File: src/design/dfp_pkg.sv
// Shared types and constants for the dip-from-peak trigger.
package dfp_pkg;

  localparam int DEF_WINDOW_DEPTH = 64;
  localparam int DEF_WARMUP       = 50;
  localparam int DEF_PRICE_BITS   = 32;

  localparam int LOOKBACK_BITS  = 7;
  localparam int THRESHOLD_BITS = 14;
  localparam int CFG_DATA_BITS  = 14;
  localparam int PEAK_OUT_BITS  = 32;
  localparam int FLAG_BITS      = 3;

  localparam logic [LOOKBACK_BITS-1:0]  LOOKBACK_RST  = 7'd24;
  localparam logic [THRESHOLD_BITS-1:0] THRESHOLD_RST = 14'd200;

  // Fixed-point scale factors and the target gain in percent
  localparam logic [13:0] BP_ONE          = 14'd10000;
  localparam logic [6:0]  PCT_ONE         = 7'd100;
  localparam logic [1:0]  TARGET_GAIN_PCT = 2'd3;

  typedef enum logic [0:0] {
    REG_LOOKBACK  = 1'b0,
    REG_THRESHOLD = 1'b1
  } cfg_reg_t;

  typedef enum logic [2:0] {
    S_IDLE,
    S_SCAN,
    S_DRAIN,
    S_MUL,
    S_FIN
  } state_t;

  typedef struct packed {
    logic load;
    logic scan;
    logic mul;
    logic fin;
  } dfp_cmd_t;

  typedef struct packed {
    logic filled;
    logic scan_last;
  } dfp_sts_t;

endpackage

File: src/design/dip_from_peak_entry_exit_trigger.sv
// Top level of the dip-from-peak entry and exit trigger.
// Each input word carries a closing price, a holding flag and an entry price, and
// produces one result word. For a filled window the single read port of the price ring
// returns one stored price per cycle to one shared comparator over the lookback prices,
// followed by the drain, multiply and finish states. Before the window holds lookback
// prices the word skips the scan and drain states. A new word is accepted while the
// previous result still waits in the output register. The ring needs no clearing.
module dip_from_peak_entry_exit_trigger #(
  parameter int WINDOW_DEPTH = dfp_pkg::DEF_WINDOW_DEPTH,
  parameter int WARMUP       = dfp_pkg::DEF_WARMUP,
  parameter int PRICE_BITS   = dfp_pkg::DEF_PRICE_BITS
) (
  input  logic                              clk,
  input  logic                              rst_n,
  input  logic                              cfg_we,
  input  logic [0:0]                        cfg_addr,
  input  logic [dfp_pkg::CFG_DATA_BITS-1:0] cfg_wdata,
  input  logic                              in_tvalid,
  output logic                              in_tready,
  // close_price, entry_price, zero fill
  input  logic [((2*PRICE_BITS+7)/8)*8-1:0] in_tdata,
  // holding
  input  logic                              in_tuser,
  output logic                              out_tvalid,
  input  logic                              out_tready,
  // window_peak
  output logic [dfp_pkg::PEAK_OUT_BITS-1:0] out_tdata,
  // buy_signal, sell_signal, sell_reason
  output logic [dfp_pkg::FLAG_BITS-1:0]     out_tuser
);

  dfp_pkg::dfp_cmd_t cmd;
  dfp_pkg::dfp_sts_t sts;

  dfp_ctrl u_ctrl (
    .clk        (clk),
    .rst_n      (rst_n),
    .in_tvalid  (in_tvalid),
    .in_tready  (in_tready),
    .out_tvalid (out_tvalid),
    .out_tready (out_tready),
    .sts        (sts),
    .cmd        (cmd)
  );

  dfp_dp #(
    .WINDOW_DEPTH (WINDOW_DEPTH),
    .WARMUP       (WARMUP),
    .PRICE_BITS   (PRICE_BITS)
  ) u_dp (
    .clk         (clk),
    .rst_n       (rst_n),
    .cfg_we      (cfg_we),
    .cfg_addr    (cfg_addr),
    .cfg_wdata   (cfg_wdata),
    .close_price (in_tdata[PRICE_BITS-1:0]),
    .holding     (in_tuser),
    .entry_price (in_tdata[2*PRICE_BITS-1:PRICE_BITS]),
    .cmd         (cmd),
    .sts         (sts),
    .flags       (out_tuser),
    .window_peak (out_tdata)
  );

endmodule

File: src/design/dfp_ctrl.sv
// Controller state machine: sequences load, window scan, drain, multiply and finish.
module dfp_ctrl (
  input  logic            clk,
  input  logic            rst_n,
  input  logic            in_tvalid,
  output logic            in_tready,
  output logic            out_tvalid,
  input  logic            out_tready,
  input  dfp_pkg::dfp_sts_t sts,
  output dfp_pkg::dfp_cmd_t cmd
);

  dfp_pkg::state_t state_r, state_nxt;
  logic            out_valid_r, out_valid_nxt;
  logic            fin_ok;

  assign fin_ok = !out_valid_r || out_tready;

  always_comb begin
    state_nxt = state_r;
    case (state_r)
      dfp_pkg::S_IDLE: begin
        if (in_tvalid) begin
          state_nxt = sts.filled ? dfp_pkg::S_SCAN : dfp_pkg::S_MUL;
        end
      end
      dfp_pkg::S_SCAN: begin
        if (sts.scan_last) begin
          state_nxt = dfp_pkg::S_DRAIN;
        end
      end
      dfp_pkg::S_DRAIN: state_nxt = dfp_pkg::S_MUL;
      dfp_pkg::S_MUL:   state_nxt = dfp_pkg::S_FIN;
      dfp_pkg::S_FIN: begin
        if (fin_ok) begin
          state_nxt = dfp_pkg::S_IDLE;
        end
      end
      default: state_nxt = dfp_pkg::S_IDLE;
    endcase
  end

  always_comb begin
    in_tready = 1'b0;
    cmd       = '0;
    case (state_r)
      dfp_pkg::S_IDLE: begin
        in_tready = 1'b1;
        cmd.load  = in_tvalid;
      end
      dfp_pkg::S_SCAN:  cmd.scan = 1'b1;
      dfp_pkg::S_DRAIN: cmd      = '0;
      dfp_pkg::S_MUL:   cmd.mul  = 1'b1;
      dfp_pkg::S_FIN:   cmd.fin  = fin_ok;
      default:          cmd      = '0;
    endcase
  end

  // Hold the result word until the sink takes it
  always_comb begin
    out_valid_nxt = out_valid_r;
    if (cmd.fin) begin
      out_valid_nxt = 1'b1;
    end else if (out_tready) begin
      out_valid_nxt = 1'b0;
    end
  end

  assign out_tvalid = out_valid_r;

  always_ff @(posedge clk) begin
    if (!rst_n) begin
      state_r     <= dfp_pkg::S_IDLE;
      out_valid_r <= 1'b0;
    end else begin
      state_r     <= state_nxt;
      out_valid_r <= out_valid_nxt;
    end
  end

endmodule

File: src/design/dfp_dp.sv
// Datapath: price ring memory, peak scan comparator, threshold multipliers, result register.
module dfp_dp #(
  parameter int WINDOW_DEPTH = dfp_pkg::DEF_WINDOW_DEPTH,
  parameter int WARMUP       = dfp_pkg::DEF_WARMUP,
  parameter int PRICE_BITS   = dfp_pkg::DEF_PRICE_BITS
) (
  input  logic                              clk,
  input  logic                              rst_n,
  input  logic                              cfg_we,
  input  logic [0:0]                        cfg_addr,
  input  logic [dfp_pkg::CFG_DATA_BITS-1:0] cfg_wdata,
  input  logic [PRICE_BITS-1:0]             close_price,
  input  logic                              holding,
  input  logic [PRICE_BITS-1:0]             entry_price,
  input  dfp_pkg::dfp_cmd_t                 cmd,
  output dfp_pkg::dfp_sts_t                 sts,
  output logic [dfp_pkg::FLAG_BITS-1:0]     flags,
  output logic [dfp_pkg::PEAK_OUT_BITS-1:0] window_peak
);

  localparam int PB        = PRICE_BITS;
  localparam int AW        = (WINDOW_DEPTH > 1) ? $clog2(WINDOW_DEPTH) : 1;
  localparam int COUNT_MAX = (WINDOW_DEPTH > 127) ? WINDOW_DEPTH : 127;
  localparam int CW        = $clog2(COUNT_MAX + 1);
  localparam int PW        = PB + 14;
  localparam int RW        = PB + 7;

  logic [dfp_pkg::LOOKBACK_BITS-1:0]  lookback_r;
  logic [dfp_pkg::THRESHOLD_BITS-1:0] threshold_r;

  logic [PB-1:0] mem [WINDOW_DEPTH];
  logic [PB-1:0] rd_data_r;
  logic          rd_vld_r;
  logic [AW-1:0] rd_ptr_r;
  logic [AW-1:0] wptr_r;
  logic [CW-1:0] count_r;
  logic [CW-1:0] kcnt_r;

  logic [PB-1:0] price_r, entry_r, peak_r;
  logic          hold_r, ge_r;
  logic [PW-1:0] prod0_r, prod1_r;
  logic [RW-1:0] prod2_r, prod3_r;

  logic [dfp_pkg::FLAG_BITS-1:0] flags_r;
  logic [PB-1:0]                 peak_out_r;

  logic [CW-1:0]                      lb_ext, eff_l;
  logic [dfp_pkg::THRESHOLD_BITS-1:0] eff_th;
  logic                               warm;
  logic [PB-1:0]                      gain;
  logic                               buy, sell, reason;
  logic [PB+dfp_pkg::PEAK_OUT_BITS-1:0] peak_ext;

  // Effective lookback clamped to 1..WINDOW_DEPTH
  always_comb begin
    lb_ext = CW'(lookback_r);
    if (lb_ext == '0) begin
      eff_l = CW'(1);
    end else if (lb_ext > CW'(WINDOW_DEPTH)) begin
      eff_l = CW'(WINDOW_DEPTH);
    end else begin
      eff_l = lb_ext;
    end
  end

  assign eff_th = (threshold_r > dfp_pkg::BP_ONE) ? dfp_pkg::BP_ONE : threshold_r;
  assign warm   = count_r >= CW'(WARMUP);
  assign gain   = price_r - entry_r;

  assign sts.filled    = count_r >= eff_l;
  assign sts.scan_last = kcnt_r == eff_l;

  always_ff @(posedge clk) begin
    if (!rst_n) begin
      lookback_r  <= dfp_pkg::LOOKBACK_RST;
      threshold_r <= dfp_pkg::THRESHOLD_RST;
    end else if (cfg_we) begin
      case (dfp_pkg::cfg_reg_t'(cfg_addr))
        dfp_pkg::REG_LOOKBACK:  lookback_r  <= cfg_wdata[dfp_pkg::LOOKBACK_BITS-1:0];
        dfp_pkg::REG_THRESHOLD: threshold_r <= cfg_wdata;
        default:                lookback_r  <= lookback_r;
      endcase
    end
  end

  // Ring memory: one write port, one registered read port
  always_ff @(posedge clk) begin
    if (cmd.fin) begin
      mem[wptr_r] <= price_r;
    end
    rd_data_r <= mem[rd_ptr_r];
  end

  always_ff @(posedge clk) begin
    if (!rst_n) begin
      wptr_r   <= '0;
      count_r  <= '0;
      rd_vld_r <= 1'b0;
      kcnt_r   <= '0;
      rd_ptr_r <= '0;
    end else begin
      rd_vld_r <= cmd.scan;
      if (cmd.load) begin
        kcnt_r   <= CW'(1);
        rd_ptr_r <= (wptr_r == '0) ? AW'(WINDOW_DEPTH - 1) : wptr_r - AW'(1);
      end else if (cmd.scan) begin
        kcnt_r   <= kcnt_r + CW'(1);
        rd_ptr_r <= (rd_ptr_r == '0) ? AW'(WINDOW_DEPTH - 1) : rd_ptr_r - AW'(1);
      end
      if (cmd.fin) begin
        wptr_r <= (wptr_r == AW'(WINDOW_DEPTH - 1)) ? '0 : wptr_r + AW'(1);
        if (count_r < CW'(COUNT_MAX)) begin
          count_r <= count_r + CW'(1);
        end
      end
    end
  end

  // Capture the item, then fold each returned price into the running peak
  always_ff @(posedge clk) begin
    if (cmd.load) begin
      price_r <= close_price;
      entry_r <= entry_price;
      hold_r  <= holding;
      peak_r  <= '0;
    end else if (rd_vld_r && (rd_data_r > peak_r)) begin
      peak_r <= rd_data_r;
    end
  end

  // Cross-multiplied threshold terms
  always_ff @(posedge clk) begin
    if (cmd.mul) begin
      ge_r    <= price_r >= entry_r;
      prod0_r <= PW'(hold_r ? gain : price_r) * PW'(dfp_pkg::BP_ONE);
      prod1_r <= hold_r ? PW'(entry_r) * PW'(eff_th)
                        : PW'(peak_r) * PW'(dfp_pkg::BP_ONE - eff_th);
      prod2_r <= RW'(gain) * RW'(dfp_pkg::PCT_ONE);
      prod3_r <= RW'(entry_r) * RW'(dfp_pkg::TARGET_GAIN_PCT);
    end
  end

  assign buy    = !hold_r && sts.filled && warm && (prod0_r <= prod1_r);
  assign sell   = hold_r && ge_r && (prod0_r >= prod1_r);
  assign reason = hold_r && ge_r && (prod2_r >= prod3_r);

  always_ff @(posedge clk) begin
    if (cmd.fin) begin
      flags_r    <= {reason, sell, buy};
      peak_out_r <= peak_r;
    end
  end

  assign peak_ext    = {{dfp_pkg::PEAK_OUT_BITS{1'b0}}, peak_out_r};
  assign window_peak = peak_ext[dfp_pkg::PEAK_OUT_BITS-1:0];
  assign flags       = flags_r;

endmodule
File: config.mk
export PLATFORM = sky130hd
export DESIGN_NAME = dip_from_peak_entry_exit_trigger
export DESIGN_NICKNAME = d
export VERILOG_FILES = /design/src/design/dfp_pkg.sv /design/src/design/dip_from_peak_entry_exit_trigger.sv /design/src/design/dfp_ctrl.sv /design/src/design/dfp_dp.sv
export SDC_FILE = /design/constraint.sdc
export NUM_CORES = 2
export LEC_CHECK = 0
export BUFFER_PORTS_ARGS = -buffer_cell sky130_fd_sc_hd__buf_4
export CORE_ASPECT_RATIO = 0.75
export CORE_UTILIZATION = 50
export CTS_BUF_LIST = sky130_fd_sc_hd__clkbuf_4 sky130_fd_sc_hd__clkbuf_8
export DETAILED_ROUTE_END_ITERATION = 8
export GPL_ROUTABILITY_DRIVEN = 0
export PLACE_DENSITY = 0.68
export SKIP_LAST_GASP = 1
export SYNTH_ARGS = -nofsm -noshare
export SYNTH_HDL_FRONTEND = slang
export SYNTH_SLANG_ARGS = --single-unit
File: constraint.sdc
create_clock -name clk -period 9.48 [get_ports clk]
set_input_delay 0.474 -clock clk [delete_from_list [all_inputs] [get_ports clk]]
set_output_delay 0.474 -clock clk [all_outputs]
set_load 0.03 [all_outputs]
-- Word-level counts from Yosys, hierarchy flattened
Memory sizes are Yosys's and may differ from the RTL's. A register that Yosys moved wholly into a read port is not among the register bits.
Cells that the tools add are included.
- register bits after elaboration: 344
- memories kept: 1
- output and inout port bits: 37
- bits in writable memories: 2048
- memory list (memory ; words ; width ; rd ports ; clocked after memory_dff ; write ports ; line ; RTL):
    u_dp.mem ; 64 ; 32 ; 1 ; 1 ; 1 ; dfp_dp.sv:31 ; logic [PB-1:0] mem [WINDOW_DEPTH];
- mux-type cells: 26
- equality and inequality tests: 9
- reduce and logical (&&, ||, !) cells: 21
- multipliers: 5
- add/subtract/negate cells: 7
- order comparisons: 10
- bitwise operators: 2
- operators with widths (cell ; number):
    46-bit >= comparator ; 1
    46-bit <= comparator ; 1
    32-bit by 14-bit multiplier with 46-bit output ; 1
    32-bit by 46-bit multiplier with 46-bit output ; 1
    46-bit by 10-bit multiplier with 42-bit output (second input constant) ; 1
    46-bit 2-to-1 mux ; 1
    39-bit by 34-bit >= comparator with 1-bit output ; 1
    32-bit by 5-bit multiplier with 37-bit output (second input constant) ; 1
    32-bit by 2-bit multiplier with 34-bit output (second input constant) ; 1
    32-bit >= comparator ; 1
    32-bit > comparator ; 1
    32-bit 2-to-1 mux ; 1
    32-bit subtractor ; 1
    6-bit 2-to-1 mux ; 5
    3-bit case mux with 5 select lines ; 1
    14-bit by 14-bit subtractor with 15-bit output (first input constant) ; 1
    7-bit by 1-bit adder with 7-bit output (second input constant) ; 2
    14-bit > comparator (second input constant) ; 1
    14-bit 2-to-1 mux ; 1
    7-bit 2-to-1 mux ; 2
    6-bit zero test ; 2
    6-bit by 1-bit subtractor with 6-bit output (second input constant) ; 2
    1-bit 2-to-1 mux ; 11
    3-bit 2-to-1 mux ; 3
    other kinds (23) ; 36

-- Depth between registers and ports, before layout
- depth in word-level cells: 7
- mapped depth: 40

-- Hierarchy
From an unflattened synthesis, not the netlist that was laid out.
- cell total of the unflattened synthesis: 9129
- area, all modules: 133844.6 um^2
- modules (own cells, without submodules) (module ; area each (um^2) ; seq. area each (um^2) ; instances ; cells each):
    dfp_dp ; 133625.7 ; 71548.6 ; 1 ; 9103
    dfp_ctrl ; 219.0 ; 80.1 ; 1 ; 26

-- Worst setup path after synthesis
No wires, ideal clock.
- kind: register -> register
- start: register u_dp.threshold_r[1] (netlist bit)
- end: register u_dp.prod1_r[44], data pin
- data required time: 9.201 ns
- arrival time: 9.375 ns
- cell stages (with the launch flop): 38
- path buffers: 4
- path slack: -0.173 ns
- clock period less this slack: 9.653 ns
- cell sequence: dfxtp_1 > o41ai_1 > a21oi_1 > o31a_1 > buf_2 > nor2b_1 > inv_2 > clkbuf_1 > ha_1 > o21ai_2 > nand2_2 > a21oi_1 > o311a_1 > buf_2 > buf_2 > nand2_1 > fa_1 > fa_1 > (+2 left out) > inv_1 > fa_1 > inv_1 > fa_1 > fa_1 > fa_1 > fa_1 > ha_1 > and3_1 > nand4_1 > a211o_1 > a41o_1 > a311oi_2 > a221o_1 > a21o_1 > a311oi_2 > xor2_1 > mux2i_1
- cells in the longest elaborated chain, start to end: 5
- elaborated cells between the ends (all ways): 6
- RTL lines (item ; line ; RTL):
    start: declaration ; dfp_dp.sv:29 ; logic [dfp_pkg::THRESHOLD_BITS-1:0] threshold_r;
    start signal: assignment ; dfp_dp.sv:76 ; threshold_r <= dfp_pkg::THRESHOLD_RST;
    start signal: assignment ; dfp_dp.sv:80 ; dfp_pkg::REG_THRESHOLD: threshold_r <= cfg_wdata;
    14-bit > comparator ; dfp_dp.sv:66 ; assign eff_th = (threshold_r > dfp_pkg::BP_ONE) ? dfp_pkg::BP_ONE : threshold_r;
    14-bit 2-to-1 mux (*) ; dfp_dp.sv:66 ;
    14-bit by 14-bit subtractor with 15-bit output ; dfp_dp.sv:137 ; : PW'(peak_r) * PW'(dfp_pkg::BP_ONE - eff_th);
    32-bit by 46-bit multiplier with 46-bit output ; dfp_dp.sv:137 ;
    46-bit 2-to-1 mux (*) ; dfp_dp.sv:136 ; prod1_r <= hold_r ? PW'(entry_r) * PW'(eff_th)
    end signal: assignment ; dfp_dp.sv:136 ;
    end: declaration ; dfp_dp.sv:41 ; logic [PW-1:0] prod0_r, prod1_r;
Mark *: on every way between the ends. The rest lies on a longest branch, timed or not.
A chain may end at the register's enable or synchronous reset.

-- Final worst setup path
- start: register u_dp.threshold_r[3] (netlist bit)
- end: register u_dp.prod1_r[44], data pin
Same word-level chain as after synthesis.

==> impl_metrics.xml <==
<?xml version="1.0" encoding="UTF-8"?>
<metrics>
  <group name="global_routing">
    <metric name="grt_pass1_vias" unit="">86072</metric>
    <metric name="grt_use_total" unit="%">28.6</metric>
    <metric name="largest_net_degree_at_the_start_of_global_routing" unit="">100</metric>
    <metric name="antenna_violations_before_repair" unit="">22</metric>
    <metric name="total_overflow_reported_by_the_global_router" unit="">0</metric>
    <metric name="first_pass_grt_wire_length" unit="µm">579000</metric>
  </group>
  <group name="logic_synthesis">
    <metric name="yosys_warnings" unit="">0</metric>
    <metric name="syn_area" unit="µm²">138000</metric>
    <metric name="post_synthesis_area_per_instance" unit="µm²">14.8</metric>
    <metric name="synth_commonest_cells" unit="">edfxtp_1, inv_1, fa_1, nand2_1, ha_1</metric>
    <metric name="post_synth_top_area_cell" unit="">edfxtp_1</metric>
    <metric name="netlist_top_cells_area" unit="">edfxtp_1, fa_1, mux4_2, ha_1, inv_1</metric>
    <metric name="synth.top_cell.area_share" unit="%">50.3</metric>
    <metric name="synth_sequential_area_ratio" unit="%">52.0</metric>
    <metric name="yosys_register_bits" unit="">2424</metric>
    <metric name="yosysUniqueCellTypes" unit="">91</metric>
    <metric name="synth-main-ff-cell" unit="">edfxtp_1</metric>
    <metric name="mappedNetlistNets" unit="">11106</metric>
    <metric name="synth_edf_count" unit="">2308</metric>
    <metric name="post_synth_arst_share" unit="%">0</metric>
    <metric name="synth_cells" unit="">9338</metric>
    <metric name="yosys.cell_count.top_type" unit="">edfxtp_1</metric>
  </group>
  <group name="worst_hold_path">
    <metric name="class_of_the_worst_hold_path" unit="">input port to flop</metric>
  </group>
  <group name="cells_and_area">
    <metric name="syn_to_final_growth" unit="%">12.0</metric>
    <metric name="drive_above_1_share" unit="%">19.0</metric>
    <metric name="finalInstanceArea" unit="µm²">154000</metric>
    <metric name="final_net_count" unit="">11712</metric>
  </group>
  <group name="floorplan">
    <metric name="die_h" unit="µm">457</metric>
    <metric name="design.core.area" unit="µm²">273000</metric>
    <metric name="initial_utilization" unit="%">50.4</metric>
    <metric name="die_x" unit="µm">608</metric>
    <metric name="core.rowCount" unit="">166</metric>
    <metric name="count_of_pins_on_the_block_boundary" unit="">122</metric>
    <metric name="fp.dieArea" unit="µm²">278000</metric>
  </group>
  <group name="clock_tree">
    <metric name="cts.clk_slew.worst_paths" unit="ps">60</metric>
    <metric name="clk_root_buffer_cell" unit="">clkbuf_8</metric>
    <metric name="tritoncts" unit="">done</metric>
    <metric name="numCtsBuffers" unit="">369</metric>
    <metric name="worstSkewPairLatency" unit="ps">1030</metric>
    <metric name="h-tree-depth" unit="">5</metric>
    <metric name="clk_path_buf_depth" unit="">4</metric>
    <metric name="sinks_on_clock_net" unit="">2424</metric>
  </group>
  <group name="worst_setup_path">
    <metric name="critPathMaxFanout" unit="">5</metric>
    <metric name="worst_setup_path_end_kind" unit="">flop</metric>
    <metric name="timing.critical_path.mode_cell" unit="">fa_1</metric>
    <metric name="critical_path_buf_inv_count" unit="">6</metric>
    <metric name="rrSetupSlack" unit="ps">160</metric>
    <metric name="crit_family" unit="">adder cells</metric>
    <metric name="timing.critical_path.required" unit="ps">10210</metric>
    <metric name="max_stage_delay" unit="ps">590</metric>
    <metric name="worstPathArrival" unit="ps">10040</metric>
    <metric name="crit_path_category" unit="">flop to flop</metric>
    <metric name="critical_path.slowest_cell" unit="">fa_2</metric>
    <metric name="element_type_at_the_critical_path_start" unit="">flop</metric>
  </group>
  <group name="sta">
    <metric name="rsz_0062_raised_after_global_routing" unit="">yes</metric>
    <metric name="finalHoldWorstSlack" unit="ps">122</metric>
    <metric name="layout_worst_path_cycle_share" unit="%">98.3</metric>
    <metric name="timing.max_slew.rel_slack" unit="%">8.18</metric>
    <metric name="final_worst_clock_skew" unit="ps">123</metric>
    <metric name="slew_viol_final" unit="">0</metric>
    <metric name="final.min_clock_period" unit="ps">9320</metric>
    <metric name="finalSetupViolCount" unit="">0</metric>
    <metric name="fmax" unit="GHz">0.107</metric>
    <metric name="timing.final.hold_violations" unit="">0</metric>
    <metric name="timing_worst_slew_pin_value" unit="ps">1370</metric>
  </group>
  <group name="placement">
    <metric name="place.detailed.hpwl" unit="µm">267000</metric>
    <metric name="numPortBuffers" unit="">121</metric>
    <metric name="dpl_cell_area" unit="µm²">145000</metric>
  </group>
  <group name="detailed_routing">
    <metric name="vias" unit="">84221</metric>
    <metric name="wire_per_inst" unit="µm">28.6</metric>
    <metric name="wirelength" unit="µm">396000</metric>
    <metric name="firstDrtPassIters" unit="">8</metric>
    <metric name="vias_per_cell" unit="">6.08</metric>
    <metric name="first_iter_violations" unit="">11376</metric>
    <metric name="drt_drc_violations_left" unit="">0</metric>
    <metric name="ant_nets" unit="">0</metric>
  </group>
  <group name="job">
    <metric name="max_cap_violations" unit="">0</metric>
  </group>
  <group name="run_status">
    <metric name="outcome" unit="">complete, no violations</metric>
  </group>
</metrics>
==> cell type report <==
class                      instances  area, µm²
fill                           21218     119000
sequential                      2424      71700
multi-input combinational       5312      61100
clock buffer                     486       6040
timing repair buffer             618       5100
inverter                        1218       4580
tap                             3612       4520
clock inverter                   170       1340
antenna                           16       40.0
timing repair inverter             1       7.51
==> worst register-to-register path, delay by kind of cell, from the launching register on <==
kind	cells	cell delay, ps
fa+ha+maj	10	4530
compound gates	12	2830
simple gates	5	600
buf+inv	6	540
flops	1	330
xor+xnor	1	170
mux	1	90
==> cell usage in the layout, fill, tap and decap left out, types with 97 or more instances in the layout <==
cell type      count
edfxtp_1        2308
inv_1           1197
fa_1            1021
nand2_1          685
ha_1             641
mux4_2           628
buf_4            499
clkbuf_8         383
nor2_1           334
a21oi_1          273
nor3_1           159
and2_1           159
o21ai_0          153
xnor2_1          145
a21o_1           134
dfxtp_1          108
clkbuf_4         103
dlygate4sd3_1    101
nand3_1           97
==> what timing repair did <==
item | in CTS | in global routing
endpoints found under the hold margin | 107 | 0
setup endpoints to repair | 10 | 23
gates resized for setup | 7 | 80
hold buffers | 101 | 0
setup buffers | 1 | 23
pin swaps | 2 | 55
cloned | 0 | 3
==> cell families (layout without fill, tap and decap cells) <==
logic type | after synthesis | after routing | synth area share [%]
flops | 2424 | 2424 | 52.0
simple gates | 1732 | 1732 | 5.69
fa+ha+maj | 1683 | 1683 | 20.9
buf+inv | 1602 | 2493 | 4.40
compound gates | 903 | 903 | 4.30
mux | 742 | 742 | 11.1
xor+xnor | 252 | 252 | 1.61
other cells | 0 | 16 | 0
==> registers in the layout, indices dropped and copies added, names as in the netlist, 3 cells and up <==
name / count
u_dp.mem: 2048
u_dp.lb_ext: 7
u_dp.rd_data_r: 32
u_dp.prod2_r: 37
u_dp.window_peak: 32
u_dp.prod1_r: 46
u_dp.entry_r: 32
u_dp.threshold_r: 14
u_dp.price_r: 32
u_ctrl.state_r: 3
u_dp.prod0_r: 42
u_dp.prod3_r: 34
u_dp.kcnt_r: 7
u_dp.rd_ptr_r: 6
u_dp.wptr_r: 6
u_dp.flags: 3
u_dp.peak_r: 32
u_dp.count_r: 7
==> worst paths after layout <==
kind,startpoint,end,cells past startpoint
worst max-delay path,u_dp.threshold_r[3],u_dp.prod1_r[44],35
worst min-delay path,out_tready,u_ctrl.state_r[2],5
worst max register to register,u_dp.threshold_r[3],u_dp.prod1_r[44],35
worst min register to register,u_dp.rd_data_r[15],u_dp.peak_r[15],2
==> through the flow <==
step | setup WS, ps | util [%] | TNS, ps | std cells
after global placement | -5.25 | 53.2 | -5.25 | 13057
after floorplan | 26.4 | - | 0 | 9338
after CTS | 1.93 | 56.2 | 0 | 13815
after detailed placement | -157 | 53.2 | -843 | 13057
final | 164 | 56.5 | 0 | 13857
after global routing | -119 | 56.5 | -880 | 13845
==> per-layer routing <==
metal  vias up  track usage, %  wire length, µm
met5         -               0              351
met4        20            8.06            12100
met3       657            8.76            52600
met2      5118            40.9           169000
met1     43645            42.3           163000
li1      34781               -                -
Power is left out: the tool's default activity adds up to more than one toggle a clock period on the data nets, which glitch-free logic cannot reach.
